==> src/rtl/lcrt_pkg.sv <==
// shared constants, types and item class codes for the coprime run tracker
package lcrt_pkg;

   // field widths of the request and response transactions
   localparam int VALUE_W      = 32;
   localparam int BEST_LEN_W   = 17;
   localparam int BEST_START_W = 16;

   // defaults for the top level parameters
   localparam int VALUE_BITS_DEFAULT = 32;
   localparam int MAX_ITEMS_DEFAULT  = 65536;

   // depth of the queue between front and back
   localparam int QUEUE_DEPTH = 2;

   // item classes assigned by the front
   typedef logic [1:0] kind_type;
   localparam kind_type KIND_DATA    = 2'd0;  // needs a gcd run
   localparam kind_type KIND_ONE     = 2'd1;  // value of one, always coprime
   localparam kind_type KIND_RESTART = 2'd2;  // first element of a new sequence
   localparam int KIND_W = 2;

   // status of the gcd unit as seen by the back
   typedef struct packed {
      logic done;
      logic coprime;
   } gcd_status_type;

endpackage

==> src/rtl/lcrt_req_if.sv <==
// request channel: one sequence element per transaction
interface lcrt_req_if;
   logic                       valid;
   logic                       ready;
   logic [lcrt_pkg::VALUE_W-1:0] value;
   logic                       start_of_sequence;

   modport source (output valid, output value, output start_of_sequence, input ready);
   modport sink   (input valid, input value, input start_of_sequence, output ready);
endinterface

==> src/rtl/lcrt_rsp_if.sv <==
// response channel: best run length and start per transaction
interface lcrt_rsp_if;
   logic                            valid;
   logic                            ready;
   logic [lcrt_pkg::BEST_LEN_W-1:0]   best_len;
   logic [lcrt_pkg::BEST_START_W-1:0] best_start;

   modport source (output valid, output best_len, output best_start, input ready);
   modport sink   (input valid, input best_len, input best_start, output ready);
endinterface

==> src/rtl/lcrt_front.sv <==
// front stage: takes request transactions, masks the value and classifies the item
module lcrt_front #(
   parameter int VALUE_BITS = lcrt_pkg::VALUE_BITS_DEFAULT
) (
   input  logic                             clock,
   input  logic                             reset,
   lcrt_req_if.sink                         req_chan,
   output logic                             push,
   output logic [VALUE_BITS+lcrt_pkg::KIND_W-1:0] push_data,
   input  logic                             full
);

   localparam logic [VALUE_BITS-1:0] ONE = {{(VALUE_BITS-1){1'b0}}, 1'b1};

   logic                      valid_ff, valid_in;
   lcrt_pkg::kind_type        kind_ff, kind_in;
   logic [VALUE_BITS-1:0]     value_ff;
   logic [VALUE_BITS+lcrt_pkg::VALUE_W-1:0] value_ext;
   logic [VALUE_BITS-1:0]     value_masked;
   logic                      take;

   // value reduced modulo 2^VALUE_BITS, zero extended when wider
   assign value_ext    = {{VALUE_BITS{1'b0}}, req_chan.value};
   assign value_masked = value_ext[VALUE_BITS-1:0];

   // no transaction is taken while reset is high
   assign req_chan.ready = !reset && (!valid_ff || !full);
   assign take           = req_chan.valid && req_chan.ready;
   assign push           = valid_ff && !full;
   assign push_data      = {kind_ff, value_ff};

   always_comb begin
      valid_in = valid_ff;
      if (push) valid_in = 1'b0;
      if (take) valid_in = 1'b1;
   end

   always_comb begin
      if (req_chan.start_of_sequence) begin
         kind_in = lcrt_pkg::KIND_RESTART;
      end else if (value_masked == ONE) begin
         kind_in = lcrt_pkg::KIND_ONE;
      end else begin
         kind_in = lcrt_pkg::KIND_DATA;
      end
   end

   always_ff @(posedge clock) begin
      if (reset) begin
         valid_ff <= 1'b0;
      end else begin
         valid_ff <= valid_in;
      end
   end

   always_ff @(posedge clock) begin
      if (take) begin
         kind_ff  <= kind_in;
         value_ff <= value_masked;
      end
   end

endmodule

==> src/rtl/lcrt_queue.sv <==
// small register queue between front and back
module lcrt_queue #(
   parameter int WIDTH = 34,
   parameter int DEPTH = lcrt_pkg::QUEUE_DEPTH
) (
   input  logic             clock,
   input  logic             reset,
   input  logic             push,
   input  logic [WIDTH-1:0] push_data,
   output logic             full,
   input  logic             pop,
   output logic [WIDTH-1:0] pop_data,
   output logic             empty
);

   localparam int PTR_W = $clog2(DEPTH);
   localparam int CNT_W = $clog2(DEPTH + 1);
   localparam logic [PTR_W-1:0] LAST  = PTR_W'(DEPTH - 1);
   localparam logic [CNT_W-1:0] CFULL = CNT_W'(DEPTH);

   logic [WIDTH-1:0] entry_ff [DEPTH];
   logic [PTR_W-1:0] wr_ptr_ff, wr_ptr_in;
   logic [PTR_W-1:0] rd_ptr_ff, rd_ptr_in;
   logic [CNT_W-1:0] count_ff, count_in;

   assign full     = (count_ff == CFULL);
   assign empty    = (count_ff == '0);
   assign pop_data = entry_ff[rd_ptr_ff];

   always_comb begin
      wr_ptr_in = wr_ptr_ff;
      rd_ptr_in = rd_ptr_ff;
      count_in  = count_ff;
      if (push) wr_ptr_in = (wr_ptr_ff == LAST) ? '0 : wr_ptr_ff + PTR_W'(1);
      if (pop)  rd_ptr_in = (rd_ptr_ff == LAST) ? '0 : rd_ptr_ff + PTR_W'(1);
      if (push && !pop) count_in = count_ff + CNT_W'(1);
      if (pop && !push) count_in = count_ff - CNT_W'(1);
   end

   always_ff @(posedge clock) begin
      if (reset) begin
         wr_ptr_ff <= '0;
         rd_ptr_ff <= '0;
         count_ff  <= '0;
      end else begin
         wr_ptr_ff <= wr_ptr_in;
         rd_ptr_ff <= rd_ptr_in;
         count_ff  <= count_in;
      end
   end

   always_ff @(posedge clock) begin
      if (push) entry_ff[wr_ptr_ff] <= push_data;
   end

endmodule

==> src/rtl/lcrt_gcd.sv <==
// iterative binary gcd unit that decides whether two values are coprime
module lcrt_gcd #(
   parameter int VALUE_BITS = lcrt_pkg::VALUE_BITS_DEFAULT
) (
   input  logic                    clock,
   input  logic                    reset,
   input  logic                    start,
   input  logic [VALUE_BITS-1:0]   op_a,
   input  logic [VALUE_BITS-1:0]   op_b,
   output lcrt_pkg::gcd_status_type status
);

   localparam logic [VALUE_BITS-1:0] ONE = {{(VALUE_BITS-1){1'b0}}, 1'b1};

   logic                  busy_ff, busy_in;
   logic [VALUE_BITS-1:0] a_ff, a_in;
   logic [VALUE_BITS-1:0] b_ff, b_in;
   logic                  finish;
   logic                  coprime;

   always_comb begin
      a_in    = a_ff;
      b_in    = b_ff;
      busy_in = busy_ff;
      finish  = 1'b0;
      coprime = 1'b0;
      if (busy_ff) begin
         if (a_ff == '0 || b_ff == '0) begin
            // gcd(x, 0) is x
            finish  = 1'b1;
            coprime = ((a_ff | b_ff) == ONE);
         end else if (a_ff == ONE || b_ff == ONE) begin
            finish  = 1'b1;
            coprime = 1'b1;
         end else if (a_ff == b_ff || (!a_ff[0] && !b_ff[0])) begin
            finish = 1'b1;
         end else if (!a_ff[0]) begin
            a_in = a_ff >> 1;
         end else if (!b_ff[0]) begin
            b_in = b_ff >> 1;
         end else if (a_ff > b_ff) begin
            a_in = a_ff - b_ff;
         end else begin
            b_in = b_ff - a_ff;
         end
         if (finish) busy_in = 1'b0;
      end
      if (start) begin
         a_in    = op_a;
         b_in    = op_b;
         busy_in = 1'b1;
      end
   end

   assign status.done    = finish;
   assign status.coprime = coprime;

   always_ff @(posedge clock) begin
      if (reset) begin
         busy_ff <= 1'b0;
      end else begin
         busy_ff <= busy_in;
      end
   end

   always_ff @(posedge clock) begin
      a_ff <= a_in;
      b_ff <= b_in;
   end

endmodule

==> src/rtl/lcrt_back.sv <==
// back stage: runs the coprime test, updates the run tracker and holds the response
module lcrt_back #(
   parameter int VALUE_BITS = lcrt_pkg::VALUE_BITS_DEFAULT,
   parameter int MAX_ITEMS  = lcrt_pkg::MAX_ITEMS_DEFAULT
) (
   input  logic                                   clock,
   input  logic                                   reset,
   input  logic                                   empty,
   input  logic [VALUE_BITS+lcrt_pkg::KIND_W-1:0] pop_data,
   output logic                                   pop,
   output logic                                   gcd_start,
   output logic [VALUE_BITS-1:0]                  gcd_a,
   output logic [VALUE_BITS-1:0]                  gcd_b,
   input  lcrt_pkg::gcd_status_type               gcd_status,
   lcrt_rsp_if.source                             rsp_chan
);

   localparam int IDX_W = $clog2(MAX_ITEMS);
   localparam int LEN_W = $clog2(MAX_ITEMS + 1);
   localparam logic [IDX_W-1:0] MAX_IDX = IDX_W'(MAX_ITEMS - 1);
   localparam logic [LEN_W-1:0] MAX_LEN = LEN_W'(MAX_ITEMS);
   localparam logic [LEN_W-1:0] LEN_ONE = LEN_W'(1);

   localparam logic [1:0] ST_IDLE = 2'd0;
   localparam logic [1:0] ST_GCD  = 2'd1;
   localparam logic [1:0] ST_FIN  = 2'd2;

   logic [1:0]            state_ff, state_in;
   lcrt_pkg::kind_type    kind_ff;
   logic [VALUE_BITS-1:0] value_ff;
   logic                  cop_ff, cop_in;

   logic [VALUE_BITS-1:0] prev_ff, prev_in;
   logic [IDX_W-1:0]      idx_ff, idx_in;
   logic [LEN_W-1:0]      run_len_ff, run_len_in;
   logic [IDX_W-1:0]      run_start_ff, run_start_in;
   logic [LEN_W-1:0]      long_len_ff, long_len_in;
   logic [IDX_W-1:0]      long_start_ff, long_start_in;

   logic                  out_valid_ff, out_valid_in;
   logic [LEN_W-1:0]      out_len_ff;
   logic [IDX_W-1:0]      out_start_ff;
   logic [LEN_W+lcrt_pkg::BEST_LEN_W-1:0]   len_ext;
   logic [IDX_W+lcrt_pkg::BEST_START_W-1:0] start_ext;

   lcrt_pkg::kind_type    pop_kind;
   logic                  commit;

   assign pop_kind  = pop_data[VALUE_BITS +: lcrt_pkg::KIND_W];
   assign pop       = (state_ff == ST_IDLE) && !empty;
   assign gcd_start = pop && (pop_kind == lcrt_pkg::KIND_DATA);
   assign gcd_a     = pop_data[VALUE_BITS-1:0];
   assign gcd_b     = prev_ff;
   assign commit    = (state_ff == ST_FIN) && (!out_valid_ff || rsp_chan.ready);

   always_comb begin
      state_in = state_ff;
      cop_in   = cop_ff;
      case (state_ff)
         ST_IDLE: begin
            if (pop) begin
               cop_in   = (pop_kind == lcrt_pkg::KIND_ONE);
               state_in = (pop_kind == lcrt_pkg::KIND_DATA) ? ST_GCD : ST_FIN;
            end
         end
         ST_GCD: begin
            if (gcd_status.done) begin
               cop_in   = gcd_status.coprime;
               state_in = ST_FIN;
            end
         end
         ST_FIN: begin
            if (commit) state_in = ST_IDLE;
         end
         default: state_in = ST_IDLE;
      endcase
   end

   // tracker update for the item in hand
   always_comb begin
      prev_in       = value_ff;
      idx_in        = idx_ff;
      run_len_in    = run_len_ff;
      run_start_in  = run_start_ff;
      long_len_in   = long_len_ff;
      long_start_in = long_start_ff;
      if (kind_ff == lcrt_pkg::KIND_RESTART) begin
         idx_in        = '0;
         run_len_in    = LEN_ONE;
         run_start_in  = '0;
         long_len_in   = LEN_ONE;
         long_start_in = '0;
      end else begin
         if (idx_ff < MAX_IDX) idx_in = idx_ff + IDX_W'(1);
         if (cop_ff) begin
            if (run_len_ff < MAX_LEN) run_len_in = run_len_ff + LEN_ONE;
            if (run_len_in > long_len_ff) begin
               long_len_in   = run_len_in;
               long_start_in = run_start_ff;
            end
         end else begin
            run_len_in   = LEN_ONE;
            run_start_in = idx_in;
         end
      end
   end

   always_comb begin
      out_valid_in = out_valid_ff;
      if (rsp_chan.ready) out_valid_in = 1'b0;
      if (commit)         out_valid_in = 1'b1;
   end

   assign len_ext             = {{lcrt_pkg::BEST_LEN_W{1'b0}}, out_len_ff};
   assign start_ext           = {{lcrt_pkg::BEST_START_W{1'b0}}, out_start_ff};
   assign rsp_chan.valid      = out_valid_ff;
   assign rsp_chan.best_len   = len_ext[lcrt_pkg::BEST_LEN_W-1:0];
   assign rsp_chan.best_start = start_ext[lcrt_pkg::BEST_START_W-1:0];

   always_ff @(posedge clock) begin
      if (reset) begin
         state_ff      <= ST_IDLE;
         out_valid_ff  <= 1'b0;
         prev_ff       <= '0;
         idx_ff        <= '0;
         run_len_ff    <= LEN_ONE;
         run_start_ff  <= '0;
         long_len_ff   <= LEN_ONE;
         long_start_ff <= '0;
      end else begin
         state_ff     <= state_in;
         out_valid_ff <= out_valid_in;
         if (commit) begin
            prev_ff       <= prev_in;
            idx_ff        <= idx_in;
            run_len_ff    <= run_len_in;
            run_start_ff  <= run_start_in;
            long_len_ff   <= long_len_in;
            long_start_ff <= long_start_in;
         end
      end
   end

   always_ff @(posedge clock) begin
      cop_ff <= cop_in;
      if (pop) begin
         kind_ff  <= pop_kind;
         value_ff <= pop_data[VALUE_BITS-1:0];
      end
      if (commit) begin
         out_len_ff   <= long_len_in;
         out_start_ff <= long_start_in;
      end
   end

endmodule

==> src/rtl/longest_coprime_run_tracker.sv <==
// top level: longest run of coprime neighbors, one response per request transaction
// path: front request register, then the queue, then the back and its response register;
//    restart items and values of one skip the binary gcd steps that all other items take
// flow: the back handles one item at a time and its gcd loop sets the pace; front and
//    queue keep taking requests meanwhile until the queue and the front register are full
// reset: synchronous, active high; tracker returns to length one at index zero
module longest_coprime_run_tracker #(
   parameter int VALUE_BITS = lcrt_pkg::VALUE_BITS_DEFAULT,
   parameter int MAX_ITEMS  = lcrt_pkg::MAX_ITEMS_DEFAULT
) (
   input  logic        clock,
   input  logic        reset,
   lcrt_req_if.sink    req_chan,
   lcrt_rsp_if.source  rsp_chan
);

   // queue entry carries the item class above the masked value
   localparam int ENTRY_W = VALUE_BITS + lcrt_pkg::KIND_W;

   // front to queue
   logic               q_push;
   logic [ENTRY_W-1:0] q_push_data;
   logic               q_full;

   // queue to back
   logic               q_pop;
   logic [ENTRY_W-1:0] q_pop_data;
   logic               q_empty;

   // back to gcd unit and its status
   logic                     gcd_start;
   logic [VALUE_BITS-1:0]    gcd_a;
   logic [VALUE_BITS-1:0]    gcd_b;
   lcrt_pkg::gcd_status_type gcd_status;

   // front: request transaction register and classification
   lcrt_front #(
      .VALUE_BITS (VALUE_BITS)
   ) u_front (
      .clock     (clock),
      .reset     (reset),
      .req_chan  (req_chan),
      .push      (q_push),
      .push_data (q_push_data),
      .full      (q_full)
   );

   // queue decouples the front from the gcd loop
   lcrt_queue #(
      .WIDTH (ENTRY_W),
      .DEPTH (lcrt_pkg::QUEUE_DEPTH)
   ) u_queue (
      .clock     (clock),
      .reset     (reset),
      .push      (q_push),
      .push_data (q_push_data),
      .full      (q_full),
      .pop       (q_pop),
      .pop_data  (q_pop_data),
      .empty     (q_empty)
   );

   // shift-subtract gcd, one step a cycle
   lcrt_gcd #(
      .VALUE_BITS (VALUE_BITS)
   ) u_gcd (
      .clock  (clock),
      .reset  (reset),
      .start  (gcd_start),
      .op_a   (gcd_a),
      .op_b   (gcd_b),
      .status (gcd_status)
   );

   // back: sequencer, run tracker and response register
   lcrt_back #(
      .VALUE_BITS (VALUE_BITS),
      .MAX_ITEMS  (MAX_ITEMS)
   ) u_back (
      .clock      (clock),
      .reset      (reset),
      .empty      (q_empty),
      .pop_data   (q_pop_data),
      .pop        (q_pop),
      .gcd_start  (gcd_start),
      .gcd_a      (gcd_a),
      .gcd_b      (gcd_b),
      .gcd_status (gcd_status),
      .rsp_chan   (rsp_chan)
   );

`ifndef SYNTHESIS
   // the front never writes into a full queue
   a_no_push_when_full: assert property (@(posedge clock) disable iff (reset)
      q_push |-> !q_full) else $error("push into full queue");

   // the back never takes from an empty queue
   a_no_pop_when_empty: assert property (@(posedge clock) disable iff (reset)
      q_pop |-> !q_empty) else $error("pop from empty queue");

   // a gcd finishing never overlaps the back fetching the next item
   a_done_not_with_pop: assert property (@(posedge clock) disable iff (reset)
      gcd_status.done |-> !q_pop) else $error("gcd done while back fetches");

   // a new gcd run starts only from an idle unit, never on the cycle after a start
   a_start_spacing: assert property (@(posedge clock) disable iff (reset)
      gcd_start |=> !gcd_start) else $error("back-to-back gcd start");
`endif

endmodule

==> src/flat_wrapper.sv <==
// flat-port wrapper written by rule: the top's interface ports become plain ports
module longest_coprime_run_tracker_flat 
#(
   parameter int VALUE_BITS = lcrt_pkg::VALUE_BITS_DEFAULT,
   parameter int MAX_ITEMS  = lcrt_pkg::MAX_ITEMS_DEFAULT
)
  (clock, reset, req_chan_valid, req_chan_value, req_chan_start_of_sequence, req_chan_ready, rsp_chan_valid, rsp_chan_best_len, rsp_chan_best_start, rsp_chan_ready);
  lcrt_req_if req_chan_i ();
  lcrt_rsp_if rsp_chan_i ();
  input  logic clock;
  input  logic reset;
  input wire logic [$bits(req_chan_i.valid)-1:0] req_chan_valid;
  input wire logic [$bits(req_chan_i.value)-1:0] req_chan_value;
  input wire logic [$bits(req_chan_i.start_of_sequence)-1:0] req_chan_start_of_sequence;
  output wire logic [$bits(req_chan_i.ready)-1:0] req_chan_ready;
  output wire logic [$bits(rsp_chan_i.valid)-1:0] rsp_chan_valid;
  output wire logic [$bits(rsp_chan_i.best_len)-1:0] rsp_chan_best_len;
  output wire logic [$bits(rsp_chan_i.best_start)-1:0] rsp_chan_best_start;
  input wire logic [$bits(rsp_chan_i.ready)-1:0] rsp_chan_ready;
  assign req_chan_i.valid = req_chan_valid;
  assign req_chan_i.value = req_chan_value;
  assign req_chan_i.start_of_sequence = req_chan_start_of_sequence;
  assign req_chan_ready = req_chan_i.ready;
  assign rsp_chan_valid = rsp_chan_i.valid;
  assign rsp_chan_best_len = rsp_chan_i.best_len;
  assign rsp_chan_best_start = rsp_chan_i.best_start;
  assign rsp_chan_i.ready = rsp_chan_ready;
  longest_coprime_run_tracker #(.VALUE_BITS(VALUE_BITS), .MAX_ITEMS(MAX_ITEMS)) u_core (.clock(clock), .reset(reset), .req_chan(req_chan_i), .rsp_chan(rsp_chan_i));
endmodule
==> config.mk <==
export PLATFORM = sky130hd
export DESIGN_NAME = longest_coprime_run_tracker_flat
export DESIGN_NICKNAME = d
export VERILOG_FILES = /design/src/rtl/lcrt_pkg.sv /design/src/rtl/lcrt_req_if.sv /design/src/rtl/lcrt_rsp_if.sv /design/src/rtl/lcrt_front.sv /design/src/rtl/lcrt_queue.sv /design/src/rtl/lcrt_gcd.sv /design/src/rtl/lcrt_back.sv /design/src/rtl/longest_coprime_run_tracker.sv /design/src/flat_wrapper.sv
export SDC_FILE = /design/constraint.sdc
export NUM_CORES = 1
export LEC_CHECK = 0
export ABC_CLOCK_PERIOD_IN_PS = 8450
export BUFFER_PORTS_ARGS = -buffer_cell sky130_fd_sc_hd__buf_2
export CORE_MARGIN = 2
export CORE_UTILIZATION = 30
export DETAILED_ROUTE_END_ITERATION = 8
export PLACE_DENSITY_LB_ADDON = 0.2
export SYNTH_ARGS = -nofsm -noshare
export SYNTH_HDL_FRONTEND = slang
export SYNTH_SLANG_ARGS = --single-unit
==> constraint.sdc <==
create_clock -name clock -period 8.45 [get_ports clock]
set_input_delay 1.69 -clock clock [delete_from_list [all_inputs] [get_ports clock]]
set_output_delay 1.69 -clock clock [all_outputs]
set_load 0.005 [all_outputs]
==> metrics.md <==
| Metric | Value |
|---|---|
| Status | `complete, no violations` |
| Die height | `260 microns` |
| R2R depth | `13` |
| DR pass1 iterations | `6` |
| Util after Layout | `0.341` |
| CTS root buf | `clkbuf_16` |
| Switching portion of total power | `0.370` |
| Post-route ant nets | `0` |
| RSZ-0062 raised after global routing | `no` |
| HP Class | `flop to flop` |
| Initial antenna violation count | `0` |
| GRT Total Usage | `0.173` |
| Max-Cap Viols | `0` |
| Drt drc | `0` |
| Worst vdd ir | `0.146 mV` |
| Sequential area share after synthesis | `0.485` |
| Vias | `15,000` |
| Vias in the first global route | `15,000` |
| Clk pwr share | `0.272` |
| Max layer used | `met4` |
| Combinational power share | `0.347` |
| Die X-Extent | `260 microns` |
| Metal3 WL | `2.46 mm` |
| Worst setup EP type | `flop` |
| Drt first-iter violations | `1,095` |
| Cell Rows | `93` |
| Total wire length | `59.6 mm` |
| Met2 WL | `29.3 mm` |
| R2R Setup Slk | `3280 ps` |
| Routability cong. | `0.891` |
| CP max stage cell | `and2_1` |
| Psw | `0.00230 W` |
| Top-area cell type share of the netlist area | `0.359` |
| CTS max path bufs | `3` |
| Hold slack | `444 ps` |
| Fin. max-slew vios | `0` |
| Worst reg2reg endpoint | `u_core.u_back.long_start_ff[3]` |
| Max-slew headroom | `0.140` |
| FF+latch count, synth | `358` |
| CTS tree | `built` |
| Layout cells sized above 1 | `0.121` |
| Area contributors post-synth | `edfxtp_1, dfxtp_1, ha_1` |
| Worst Setup Start Kind | `flop` |
| Starting Density | `0.304` |
| Worst Tran Pin Value | `1290 ps` |
| Core area | `64,500 sq um` |
| PortBufs | `71` |
| Post-route setup TNS | `0 ps` |
| Most frequent cell after synthesis | `edfxtp_1` |
| Met1 wire length | `24.9 mm` |
| Synth cell types | `92` |
| CTS Hold Bufs | `0` |
| Total gr overflow | `0` |
| Hold path depth | `0` |
| Worst R2R Start | `u_core.u_back.run_len_ff[2]` |
| Crit path max fanout | `28` |
| Ys flop type | `edfxtp_1` |
| Crit path time final | `5170 ps` |
| Crit-path most repeated cell | `nand3_1` |
| Insertion delay to the later sink of the worst-skew pair | `540 ps` |
| Number of flops mapped to enable cells by yosys | `234` |
| Max incr delay on CP | `960 ps` |
| Syn Std Cell Area | `19,600 sq um` |
| Synth warn | `0` |
| Pint | `0.00391 W` |
| Arr. time, crit path | `5640 ps` |
| Fmax | `0.193 GHz` |
| Final HPWL DP | `44.0 mm` |
| Flop pwr share | `0.381` |
| Hold Fails Final Rpt | `0` |
| Power Dens Cells | `282 nW/um^2` |
| Clock Skew | `16.2 ps` |
| Post-CTS sizing | `0` |
| Hold path start | `u_core.u_front.value_ff[11]` |
| Final worst path period share | `0.612` |
| # diodes | `0` |
| Post-synthesis average cell area | `10.1 sq um` |
| Cts bufs inserted | `38` |
| Area of the die | `67,400 sq um` |
| Area leader, netlist | `edfxtp_1` |
| Clock-pin slew on the worst setup and hold paths | `60 ps` |
| Asr flop ratio synth | `0` |
| Wire length per cell | `20.9 microns` |
| Hold Crit Endpoint | `u_core.u_queue.entry_ff[0][11]` |
| Static leakage | `7.95 nW` |
| Critical path, cell by cell | `nor2b_1 -> nand3_1 -> nor3_1 -> nand3_1 -> xnor2_1 -> ha_1 -> nand4_1 -> or3_1 -> o21bai_1 -> a21oi_4 -> buf_4 -> and2_1 -> a32o_1` |
| I/O pin cnt | `72` |
| Post-CTS Setup Inserts | `0` |
| Via-to-Cell Ratio | `5.25` |
| Commonest cells post-synth | `edfxtp_1, nor2_1, a21oi_1` |
| Net Count, Synth | `2,093` |
| Area growth syn-to-layout | `12.2%` |
| Largest net degree at the start of global routing | `78` |
| Endpoints failing setup | `0` |
| Post-synthesis cell count | `1,939` |
| Crit path kind | `flop to flop` |
| Data required, critical path | `8920 ps` |
| H-tree depth | `2` |
| Clock sinks | `358` |
| First-pass GRT wire length | `90.1 mm` |
| Nets | `2,120` |
## cell type report
type	instances	area [sq um]
fill	6667	42500
inverter	135	510
clock inverter	19	193
multi-input combinational	1346	9170
timing repair buffer	87	475
clock buffer	51	1050
tap	855	1070
sequential	358	9510
## cell families after synthesis
logic type | after synthesis | share of synthesized area
buffers and inverters | 235 | 0.0496
DFF | 358 | 0.485
xor gates and xnor gates | 81 | 0.0362
muxes | 69 | 0.0376
and+or+nand+nor | 600 | 0.148
adders and majority gates | 117 | 0.0755
AOI/OAI and AO/OA | 479 | 0.168
## sequential cells by signal (all words and copies together), names as in the netlist, 17 cells and up, named ones only
signal,cells
u_core.u_back.gcd_b,32
u_core.u_back.long_len_ff,17
u_core.u_back.prev_in,32
u_core.u_back.rsp_chan.best_len,17
u_core.u_back.run_len_ff,17
u_core.u_front.value_ff,32
u_core.u_gcd.a_ff,32
u_core.u_gcd.b_ff,32
u_core.u_queue.entry_ff,68
## through the flow
stage	cell area (sq um)	instances	worst slack (ps)	power, W
floorplan	19600	1939	2140	0.00386
global placement	20700	2781	3390	0.00454
detailed placement	20700	2781	3250	0.00455
CTS	22000	2851	3230	0.00626
global route	22000	2851	2860	0.00654
finish	22000	2851	3280	0.00620
## power groups by stage
stage / Sequential [W] / Combinational [W] / Clock, W
final: 0.00237 / 0.00215 / 0.00169
after global routing: 0.00239 / 0.00234 / 0.00181
after CTS: 0.00237 / 0.00216 / 0.00174
after detailed placement: 0.00240 / 0.00215 / 0
after global placement: 0.00240 / 0.00215 / 0
after floorplan: 0.00235 / 0.00150 / 0
## worst max-delay path, delay by kind of cell (launching register included)
family / cells / cell delay [ps]
AOI/OAI and AO/OA: 3 / 1000
xor gates and xnor gates: 1 / 340
adders and majority gates: 1 / 200
buffers and inverters: 1 / 470
DFF: 1 / 380
and+or+nand+nor: 7 / 2680
## worst max-delay path by stage
stage          depth (start not counted)                         from                             end
6_report                              13  u_core.u_back.run_len_ff[2]  u_core.u_back.long_start_ff[3]
5_1_grt                               13  u_core.u_back.run_len_ff[2]    u_core.u_back.long_len_ff[0]
4_1_cts                               13  u_core.u_back.run_len_ff[2]  u_core.u_back.long_start_ff[4]
3_5_place_dp                          13  u_core.u_back.run_len_ff[2]  u_core.u_back.long_start_ff[4]
3_3_place_gp                           9               rsp_chan_ready    u_core.u_back.long_len_ff[4]
2_1_floorplan                          6   u_core.u_queue.count_ff[0]           u_core.u_gcd.a_ff[10]
## layout by cell type (no fill, tap or decap), types with 10 or more instances in the layout
| cell | Yosys | routed |
|---|---|---|
| o21bai_1 | 17 | 17 |
| inv_1 | 124 | 124 |
| mux2_2 | 36 | 36 |
| nand3_1 | 48 | 48 |
| nor2b_1 | 25 | 24 |
| xor2_1 | 15 | 15 |
| clkinv_2 | 3 | 11 |
| buf_2 | 20 | 71 |
| a22oi_1 | 17 | 17 |
| nor3_1 | 38 | 37 |
| nand4_1 | 28 | 28 |
| dfxtp_1 | 124 | 124 |
| mux2i_1 | 33 | 33 |
| buf_4 | 8 | 16 |
| nor2_1 | 192 | 190 |
| clkbuf_16 | 0 | 40 |
| nand2_1 | 150 | 148 |
| o21a_1 | 15 | 15 |
| a21o_1 | 11 | 11 |
| a21oi_1 | 161 | 160 |
| nor4_1 | 44 | 44 |
| a32o_1 | 31 | 31 |
| clkbuf_1 | 61 | 10 |
| a211oi_1 | 12 | 12 |
| o31ai_1 | 12 | 12 |
| edfxtp_1 | 234 | 234 |
| a31oi_1 | 19 | 18 |
| and3_1 | 11 | 11 |
| o21ai_0 | 87 | 87 |
| nand2b_1 | 14 | 14 |
| ha_1 | 115 | 115 |
| xnor2_1 | 66 | 66 |
## routing by layer
layer | GRT usage | vias up
li1 | - | 7138
met1 | 0.211 | 7288
met2 | 0.305 | 415
met3 | 0.0218 | 123
met4 | 0.0795 | 0
met5 | 0 | -
Note: power is estimated with default switching activity, not from simulation.
